[src/rtl/lsmt_pkg.sv]
package lsmt_pkg;

  localparam int DOT_W  = 10;
  localparam int LINE_W = 8;
  localparam int MODE_W = 2;
  localparam int ELAP_W = 8;
  localparam int IDX_W  = 3;
  localparam int CFG_W  = 8;
  localparam int RES_W  = 16;

  localparam logic [DOT_W-1:0]  LINE_CYCLES     = DOT_W'(456);
  localparam logic [DOT_W-1:0]  OAM_CYCLES      = DOT_W'(80);
  localparam logic [DOT_W-1:0]  TRANSFER_CYCLES = DOT_W'(172);
  localparam logic [LINE_W-1:0] VISIBLE_LINES   = LINE_W'(144);
  localparam logic [LINE_W-1:0] LAST_LINE       = LINE_W'(153);

  // Lowest dot counter values of OAM search and of transfer.
  localparam logic [DOT_W-1:0] OAM_START      = LINE_CYCLES - OAM_CYCLES;
  localparam logic [DOT_W-1:0] TRANSFER_START = LINE_CYCLES - OAM_CYCLES - TRANSFER_CYCLES;

  localparam logic [MODE_W-1:0] MODE_HBLANK   = 2'd0;
  localparam logic [MODE_W-1:0] MODE_VBLANK   = 2'd1;
  localparam logic [MODE_W-1:0] MODE_OAM      = 2'd2;
  localparam logic [MODE_W-1:0] MODE_TRANSFER = 2'd3;

  localparam logic [IDX_W-1:0] REG_DISPLAY_ENABLE = 3'd0;
  localparam logic [IDX_W-1:0] REG_HBLANK_IRQ_EN  = 3'd1;
  localparam logic [IDX_W-1:0] REG_VBLANK_IRQ_EN  = 3'd2;
  localparam logic [IDX_W-1:0] REG_OAM_IRQ_EN     = 3'd3;
  localparam logic [IDX_W-1:0] REG_COMPARE_IRQ_EN = 3'd4;
  localparam logic [IDX_W-1:0] REG_LINE_COMPARE   = 3'd5;

  typedef struct packed {
    logic              display_enable;
    logic              hblank_irq_enable;
    logic              vblank_mode_irq_enable;
    logic              oam_irq_enable;
    logic              compare_irq_enable;
    logic [LINE_W-1:0] line_compare;
  } cfg_t;

  typedef struct packed {
    logic [LINE_W-1:0] line_number;
    logic [MODE_W-1:0] lcd_mode;
    logic              coincidence;
    logic              stat_irq;
    logic              vblank_irq;
  } result_t;

endpackage

[src/rtl/lsmt_cfg.sv]
module lsmt_cfg (
  input  logic                  clk,
  input  logic                  rst,
  input  logic                  cfg_wen,
  input  logic [lsmt_pkg::IDX_W-1:0] cfg_addr,
  input  logic [lsmt_pkg::CFG_W-1:0] cfg_wdata,
  output lsmt_pkg::cfg_t        cfg
);
  import lsmt_pkg::*;

  always_ff @(posedge clk) begin
    if (rst) begin
      cfg.display_enable         <= 1'b1;
      cfg.hblank_irq_enable      <= 1'b0;
      cfg.vblank_mode_irq_enable <= 1'b0;
      cfg.oam_irq_enable         <= 1'b0;
      cfg.compare_irq_enable     <= 1'b0;
      cfg.line_compare           <= '0;
    end else if (cfg_wen) begin
      case (cfg_addr)
        REG_DISPLAY_ENABLE: cfg.display_enable         <= cfg_wdata[0];
        REG_HBLANK_IRQ_EN:  cfg.hblank_irq_enable      <= cfg_wdata[0];
        REG_VBLANK_IRQ_EN:  cfg.vblank_mode_irq_enable <= cfg_wdata[0];
        REG_OAM_IRQ_EN:     cfg.oam_irq_enable         <= cfg_wdata[0];
        REG_COMPARE_IRQ_EN: cfg.compare_irq_enable     <= cfg_wdata[0];
        REG_LINE_COMPARE:   cfg.line_compare           <= cfg_wdata[LINE_W-1:0];
        default: ;
      endcase
    end
  end

endmodule

[src/rtl/lsmt_core.sv]
module lsmt_core (
  input  logic                        clk,
  input  logic                        rst,
  input  logic                        step,
  input  logic [lsmt_pkg::ELAP_W-1:0] elapsed,
  input  lsmt_pkg::cfg_t              cfg,
  output lsmt_pkg::result_t           res
);
  import lsmt_pkg::*;

  logic [DOT_W-1:0]  dot_counter, dot_counter_next;
  logic [LINE_W-1:0] scan_line, scan_line_next;
  logic [MODE_W-1:0] current_mode, mode_next;
  logic              coincidence_flag, coin_next;
  logic              stat, vblank, mode_irq_en, underflow;
  logic [LINE_W-1:0] line_inc;
  logic [DOT_W-1:0]  elapsed_ext;

  assign elapsed_ext = DOT_W'(elapsed);
  assign underflow   = elapsed_ext >= dot_counter;
  assign line_inc    = scan_line + LINE_W'(1);

  always_comb begin
    if (scan_line >= VISIBLE_LINES) begin
      mode_next = MODE_VBLANK;
    end else if (dot_counter >= OAM_START) begin
      mode_next = MODE_OAM;
    end else if (dot_counter >= TRANSFER_START) begin
      mode_next = MODE_TRANSFER;
    end else begin
      mode_next = MODE_HBLANK;
    end

    case (mode_next)
      MODE_HBLANK: mode_irq_en = cfg.hblank_irq_enable;
      MODE_VBLANK: mode_irq_en = cfg.vblank_mode_irq_enable;
      MODE_OAM:    mode_irq_en = cfg.oam_irq_enable;
      default:     mode_irq_en = 1'b0;
    endcase

    stat             = 1'b0;
    vblank           = 1'b0;
    coin_next        = coincidence_flag;
    dot_counter_next = dot_counter;
    scan_line_next   = scan_line;

    if (!cfg.display_enable) begin
      dot_counter_next = LINE_CYCLES;
      scan_line_next   = '0;
      mode_next        = MODE_VBLANK;
    end else begin
      coin_next = scan_line == cfg.line_compare;
      stat      = (mode_next != current_mode && mode_irq_en) ||
                  (coin_next && cfg.compare_irq_enable);
      if (underflow) begin
        // Leftover cycles past the end of the line are dropped.
        dot_counter_next = LINE_CYCLES;
        vblank           = line_inc == VISIBLE_LINES;
        scan_line_next   = (line_inc > LAST_LINE) ? '0 : line_inc;
      end else begin
        dot_counter_next = dot_counter - elapsed_ext;
      end
    end

    res.line_number = scan_line_next;
    res.lcd_mode    = mode_next;
    res.coincidence = coin_next;
    res.stat_irq    = stat;
    res.vblank_irq  = vblank;
  end

  always_ff @(posedge clk) begin
    if (rst) begin
      dot_counter      <= LINE_CYCLES;
      scan_line        <= '0;
      current_mode     <= MODE_HBLANK;
      coincidence_flag <= 1'b0;
    end else if (step) begin
      dot_counter      <= dot_counter_next;
      scan_line        <= scan_line_next;
      current_mode     <= mode_next;
      coincidence_flag <= coin_next;
    end
  end

  a_dot_range: assert property (@(posedge clk) disable iff (rst)
    dot_counter != '0 && dot_counter <= LINE_CYCLES)
    else $error("dot counter left its range");

  a_line_range: assert property (@(posedge clk) disable iff (rst)
    scan_line <= LAST_LINE)
    else $error("scan line beyond last line");

  a_vblank_line: assert property (@(posedge clk) disable iff (rst)
    res.vblank_irq |-> res.line_number == VISIBLE_LINES && dot_counter_next == LINE_CYCLES)
    else $error("vblank request away from the first invisible line");

  a_off_quiet: assert property (@(posedge clk) disable iff (rst)
    !cfg.display_enable |-> !res.stat_irq && !res.vblank_irq && res.lcd_mode == MODE_VBLANK)
    else $error("request raised while the display is off");

endmodule

[src/rtl/lcd_scanline_mode_timer.sv]
// LCD scanline mode timer.
// Input stream: each word on s_tdata is the CPU time elapsed since
// the previous word. Every accepted word yields exactly one result word on
// m_tdata with the current line, the LCD mode, the coincidence flag and the
// STAT and vblank interrupt requests of that step.
// Configuration is written through cfg_wen/cfg_addr/cfg_wdata; the user
// writes it only while the block is idle, which the block does not
// enforce: 0 display enable, 1..4 STAT interrupt enables (hblank,
// vblank, OAM, compare), 5 line compare value.
// Each word passes the input register, then the result register.
// Throughput: one word per cycle while m_tready is high; the timing state
// updates in the same cycle the word moves from the input register into
// the result register.
// Reset (rst, synchronous) turns the display on, clears the interrupt enables
// and compare value, and starts at line 0 with a full line of dots.
// When m_tready is low, a full result register holds; the input register still
// takes one more word, and s_tready drops only when both are full.
module lcd_scanline_mode_timer (
  input  logic                         clk,
  input  logic                         rst,
  input  logic                         s_tvalid,
  output logic                         s_tready,
  input  logic [7:0]                   s_tdata,   // [7:0] elapsed_cycles
  output logic                         m_tvalid,
  input  logic                         m_tready,
  // [7:0] line_number, [9:8] lcd_mode, [10] coincidence, [11] stat_irq,
  // [12] vblank_irq, [15:13] zero
  output logic [lsmt_pkg::RES_W-1:0]   m_tdata,
  input  logic                         cfg_wen,
  input  logic [lsmt_pkg::IDX_W-1:0]   cfg_addr,
  input  logic [lsmt_pkg::CFG_W-1:0]   cfg_wdata
);
  import lsmt_pkg::*;

  cfg_t              cfg;
  result_t           res;
  logic              in_valid;
  logic [ELAP_W-1:0] in_elapsed;
  logic              fire;

  assign fire     = in_valid && (!m_tvalid || m_tready);
  assign s_tready = !in_valid || fire;

  lsmt_cfg u_cfg (
    .clk       (clk),
    .rst       (rst),
    .cfg_wen   (cfg_wen),
    .cfg_addr  (cfg_addr),
    .cfg_wdata (cfg_wdata),
    .cfg       (cfg)
  );

  lsmt_core u_core (
    .clk     (clk),
    .rst     (rst),
    .step    (fire),
    .elapsed (in_elapsed),
    .cfg     (cfg),
    .res     (res)
  );

  always_ff @(posedge clk) begin
    if (rst) begin
      in_valid <= 1'b0;
      m_tvalid <= 1'b0;
    end else begin
      if (s_tvalid && s_tready) begin
        in_valid <= 1'b1;
      end else if (fire) begin
        in_valid <= 1'b0;
      end
      if (fire) begin
        m_tvalid <= 1'b1;
      end else if (m_tready) begin
        m_tvalid <= 1'b0;
      end
    end
  end

  always_ff @(posedge clk) begin
    if (s_tvalid && s_tready) begin
      in_elapsed <= s_tdata;
    end
    if (fire) begin
      m_tdata <= {3'b000, res.vblank_irq, res.stat_irq, res.coincidence,
                  res.lcd_mode, res.line_number};
    end
  end

  a_hold_input: assert property (@(posedge clk) disable iff (rst)
    in_valid && !fire |=> in_valid && $stable(in_elapsed))
    else $error("input word lost before it was processed");

endmodule

[config.mk]
export PLATFORM = sky130hd
export DESIGN_NAME = lcd_scanline_mode_timer
export DESIGN_NICKNAME = d
export VERILOG_FILES = /design/src/rtl/lsmt_pkg.sv /design/src/rtl/lsmt_cfg.sv /design/src/rtl/lsmt_core.sv /design/src/rtl/lcd_scanline_mode_timer.sv
export SDC_FILE = /design/constraint.sdc
export NUM_CORES = 1
export LEC_CHECK = 0
export BUFFER_PORTS_ARGS = -buffer_cell sky130_fd_sc_hd__buf_4
export CORE_ASPECT_RATIO = 1.1
export CORE_MARGIN = 5
export CORE_UTILIZATION = 40
export DETAILED_ROUTE_END_ITERATION = 10
export SETUP_SLACK_MARGIN = 0.02
export SYNTH_ARGS = -nofsm -noshare
export SYNTH_HDL_FRONTEND = slang
export SYNTH_SLANG_ARGS = --single-unit
[constraint.sdc]
create_clock -name clk -period 8 [get_ports clk]
set_clock_uncertainty 0.15 [all_clocks]
set_input_delay 0.8 -clock clk [delete_from_list [all_inputs] [get_ports clk]]
set_output_delay 0.8 -clock clk [all_outputs]
set_load 0.05 [all_outputs]
# == Word-level counts from Yosys, hierarchy flattened ==
# Cells that the tools add are included.
# totals
register_bits,57
inputBits,24
word_cells,68
output_inout_bits,18
# classes
add_sub_neg,2
eq_ne,10
reduce_logical,20
n_mux,15
n_lt_le_gt_ge,5
# ops
cell,n
$mux W8,3
$mux W10,2
$reduce_and A2 Y1,7
$ge A10 B8 Y1 const B,1
$ge A10 B9 Y1 const B,1
$ge A8 B10 Y1,1
$sub A10 B8 Y10,1
$add A8 B1 Y8 const B,1
$eq A8 B8 Y1,1
$eq A8 B8 Y1 const B,1
$ge A8 B8 Y1 const B,1
$gt A8 B8 Y1 const B,1
$mux W2,4
$eq A3 B2 Y1 const B,2
$eq A3 B3 Y1 const B,2
$mux W1,5
$logic_and A1 B1 Y1,4
$reduce_bool A2 Y1,2
$eq A3 B1 Y1 const B,1
$logic_not A3 Y1,1
$logic_or A1 B1 Y1,3
$pmux W1 S3,1
$eq A2 B1 Y1 const B,1
$eq A2 B2 Y1 const B,1
3 further kinds,4

# == Longest topological paths before layout ==
# logic_depth
ltp_word,8
depth_mapped,10
ltp_nobuf,9

# == Modules after synthesis ==
# Synthesis repeated with hierarchy kept, for this count alone.
# hier_totals
hier_cells,336
area_unflattened_um2,3325.7
# by_module_without_submodules
module,area_per_inst_um2,seq_area_each_um2,n_inst,cells_each
lsmt_core,1958.1,420.4,1,244
lcd_scanline_mode_timer,760.7,670.6,1,35
lsmt_cfg,606.8,260.2,1,57

# == Worst setup path after synthesis ==
# No wires, ideal clock.
# synth_path
kind,register to register
start,reg u_core.scan_line[0]
end,"reg m_tdata[1] in the netlist's numbering, data pin"
path_slack_ns,5.433
path_buffers,1
arrival_ns,2.160
path_stages_with_launch,8
setup_ns,0.257
t_required_ns,7.593
period_less_slack_ns,2.567
path_cell_list,dfxtp_1 ha_1 buf_6 and3_4 mux2_4 or4_4 nand3b_4 a32o_1
# synth_lines
item,line,text
from (decl),lsmt_core.sv:12,"logic [LINE_W-1:0] scan_line, scan_line_next;"
from (signal assigned),lsmt_core.sv:80,scan_line <= scan_line_next;
to (signal assigned),lcd_scanline_mode_timer.sv:85,"m_tdata <= {3'b000, res.vblank_irq, res.stat_irq, res.coincidence,"
to (decl),lcd_scanline_mode_timer.sv:28,"output logic [lsmt_pkg::RES_W-1:0] m_tdata,"

# == Worst setup path in the final report ==
# layout_path
start,reg in_elapsed[0]
end,reg u_core.dot_counter[7]
# layout_between
elab_chain_len,3
elab_cells_between_ends,4
cone_classes,1 x add/sub; 1 x order compare; 2 x mux
# layout_rtl
item,line,text
from (decl),lcd_scanline_mode_timer.sv:38,logic [ELAP_W-1:0] in_elapsed;
from (signal assigned),lcd_scanline_mode_timer.sv:82,in_elapsed <= s_tdata;
$sub A10 B8 Y10 or $ge A8 B10 Y1 (tied branches),"lsmt_core.sv:61, lsmt_core.sv:20",
$mux W10 *,lsmt_core.sv:55,if (underflow) begin
$mux W10 *,lsmt_core.sv:47,if (!cfg.display_enable) begin
to (signal assigned),lsmt_core.sv:79,dot_counter <= dot_counter_next;
to (decl),lsmt_core.sv:11,"logic [DOT_W-1:0] dot_counter, dot_counter_next;"
# Every way passes the cells marked *; elsewhere a longest branch is shown, timed or not.
# A chain may end at the register's enable or synchronous reset.

==> key figures <==
GRT
  • Initial antenna violation count: 0
  • First-pass GRT wire length: 12020 um
  • All-Layer GR Usage: 15.16%
  • Gr ovfl total: 0
  • Vias in the first global route: 2585
  • Largest net degree at the start of global routing: 44

Clocking
  • CTS H-Tree Depth: 3
  • Root Buffer: clkbuf_8
  • Total CTS buffers: 9
  • CTS clk-pin slew, worst paths: 0.07 ns
  • CTS tree: built
  • Worst skew pair latency: 0.34 ns
  • Postcts setup bufs: 0
  • Hold_buf cts: 0
  • Clock Path Buffers: 2
  • Sink Count: 57
  • Post_cts resized: 0

STA
  • Setup TNS: 0 ns
  • Max Clock Freq: 318.5 MHz
  • Worst Hold Margin: 0.3203 ns
  • Worst-margin pin slew: 0.9100 ns
  • Final Hold Fails: 0
  • Pins Over Slew Limit: 0
  • RSZ-0062 raised after global routing: false
  • Final Worst Setup Slack: 4.861 ns
  • Relative slew slack: 39.26%
  • Minimum clock period after layout: 3.139 ns
  • Setup-failing EPs final: 0
  • Period utilization: 39.24%

Yosys
  • Yosys warning count: 0
  • Mapped Area: 3194 um2
  • Number of synthesized flops with an enable pin: 21
  • Ys async rst share: 0%
  • Area share of and/or/nand/nor cells after synthesis: 23.97%
  • Post-synthesis mux area share: 2.703%
  • Mean Syn Cell Area: 8.923 um2
  • Largest family of logic cells by synthesized area: simple AND/OR/NAND/NOR gates
  • XOR/XNOR Fraction of Synth Area: 3.839%
  • Flops & latches, synth: 57
  • Area share of fa/ha/maj cells after synthesis: 5.327%
  • Synth unique cells: 65
  • Register area share after synthesis: 42.30%
  • Synth Area in Compound Gates: 16.06%
  • Ys flop type: dfxtp_1
  • Synth Instances: 358

Critical path
  • CP Data Required Time: 8.08 ns
  • WP data arrival: 3.21 ns
  • CP Class: flop to flop
  • CP max FO: 18
  • Worst Setup Start Kind: flop
  • CP Launch Point: in_elapsed[0]$_DFFE_PP_
  • Worst reg2reg startpoint: in_elapsed[0]$_DFFE_PP_
  • Crit path capture type: flop

Floorplan
  • Chip Height: 103.7 um
  • Top Ports: 42
  • Die area: 9875 um2
  • Num rows: 34
  • Core ar.: 7870 um2
  • Initial Util: 40.59%
  • DIE WIDTH: 95.21 um

Cells and area
  • Most common cell after layout, fill and taps aside: nand2_1
  • Share of layout cells above drive strength 1: 16.62%
  • Most frequent cells in the layout: nand2_1, buf_4, dfxtp_1, nor2_1, a21oi_1
  • Area delta synth->final: 16.73%
  • Fin util: 47.38%
  • # diodes: 0
  • Final #Nets: 423

Placement
  • Post-DP HPWL: 4914 um
  • GPL Wtd Cong: 0.7706
  • Port bufs: 38
  • Pre-CTS WS: 4.692 ns

Pwr
  • VDD IR max: 0.09821 mV
  • Pwr Density: 197.1 nW/um2
  • Leakage power: 1.411 nW

Route
  • Initial drt markers: 81
  • Via count: 2666
  • Number of nets still failing antenna checks after routing: 0
  • WL final: 6980 um
  • Routed wire per std cell: 13.99 um
  • Pre-antenna DRT Iters: 4
  • Drt via density: 5.343
  • # DRC: 0

Min path
  • Hold path startpoint: u_cfg.cfg[5]$_SDFFE_PP0P_
  • HP Class: flop to flop

Status
  • Status: finished clean

Flow run
  • Max-cap violation count: 0
==> cells in the mapped netlist (3+ instances only) <==
| cell type | n | area, um2 |
|---|---|---|
| xnor2_1 | 13 | 113.9 |
| nand2_1 | 42 | 157.7 |
| buf_4 | 4 | 30.03 |
| a21oi_1 | 25 | 125.1 |
| buf_2 | 4 | 20.02 |
| and2_1 | 3 | 18.77 |
| dfxtp_1 | 36 | 720.7 |
| nor2_1 | 29 | 108.9 |
| nor3_1 | 9 | 45.04 |
| nand4_1 | 6 | 37.54 |
| inv_1 | 18 | 67.56 |
| clkbuf_1 | 14 | 52.55 |
| o32ai_1 | 5 | 43.79 |
| nor2b_1 | 8 | 50.05 |
| edfxtp_1 | 21 | 630.6 |
| nand2b_1 | 9 | 56.30 |
| ha_1 | 12 | 150.1 |
| nand3_1 | 16 | 80.08 |
| o21ai_0 | 14 | 70.07 |
| nor4b_1 | 3 | 26.28 |
| mux2i_1 | 6 | 60.06 |
| or3_1 | 4 | 25.02 |
| a211oi_1 | 3 | 22.52 |
==> registers in the layout (all words and copies together) (netlist names) <==
name,cells
in_elapsed,8
in_valid,1
m_tdata,13
m_tvalid,1
u_cfg.cfg,13
u_core.coincidence_flag,1
u_core.current_mode,2
u_core.dot_counter,10
u_core.scan_line,8
==> power by group <==
part / switching (mW) / total, mW / internal [mW]
logic: 0.0755 / 0.123 / 0.0472
clock network: 0.122 / 0.288 / 0.166
registers: 0.00957 / 0.325 / 0.315
==> worst paths after layout <==
kind                                        endpoint  slack [ns]  cells past startpoint
hold reg to reg            u_cfg.cfg[5]$_SDFFE_PP0P_        0.32                      2
setup / recovery  u_core.dot_counter[7]$_SDFFE_PP1P_        4.86                      8
setup reg to reg  u_core.dot_counter[7]$_SDFFE_PP1P_        4.86                      8
hold / removal             u_cfg.cfg[5]$_SDFFE_PP0P_        0.32                      2
==> through the flow <==
step                total power, mW  area [um2]  cells
floorplan                    0.4196        3202    360
global placement             0.4525        3508    483
detailed placement           0.4535        3508    483
CTS                          0.7414        3729    499
global route                 0.7678        3729    499
finish                       0.7350        3729    499
==> area by class of cell <==
type | count | area [um2]
flip-flops and latches | 57 | 1351
clock buffers | 14 | 203.9
multi-input cells | 262 | 1669
well taps | 108 | 135.1
inverters | 18 | 67.56
clock inverters | 2 | 16.27
repair buffers | 38 | 285.3
fillers | 764 | 4141
==> kinds of logic after synthesis <==
kind of cell               count (synthesis)
AOI/OAI and AO/OA                         77
xor gates and xnor gates                  14
adders and majority gates                 13
buffers and inverters                     41
DFF                                       57
muxes                                      8
other                                      1
and+or+nand+nor                          147
==> critical path, stage by stage (launching register included) <==
cell      delay (ns)
edfxtp_1        0.37
ha_1            0.24
fa_1            0.41
nor2b_1         0.21
o31ai_1         0.10
a211o_1         0.32
a21oi_2         0.73
nand2_1         0.21
o31a_1          0.30
==> routing by layer <==
metal	global-route usage, %	vias to the layer above	routed length (um)
met5	0	-	0
met4	6.289	0	184
met3	3.553	16	266
met2	23.81	51	3347
met1	19.70	1267	3181
li1	-	1332	-
Power figures use the tool's default switching activity.
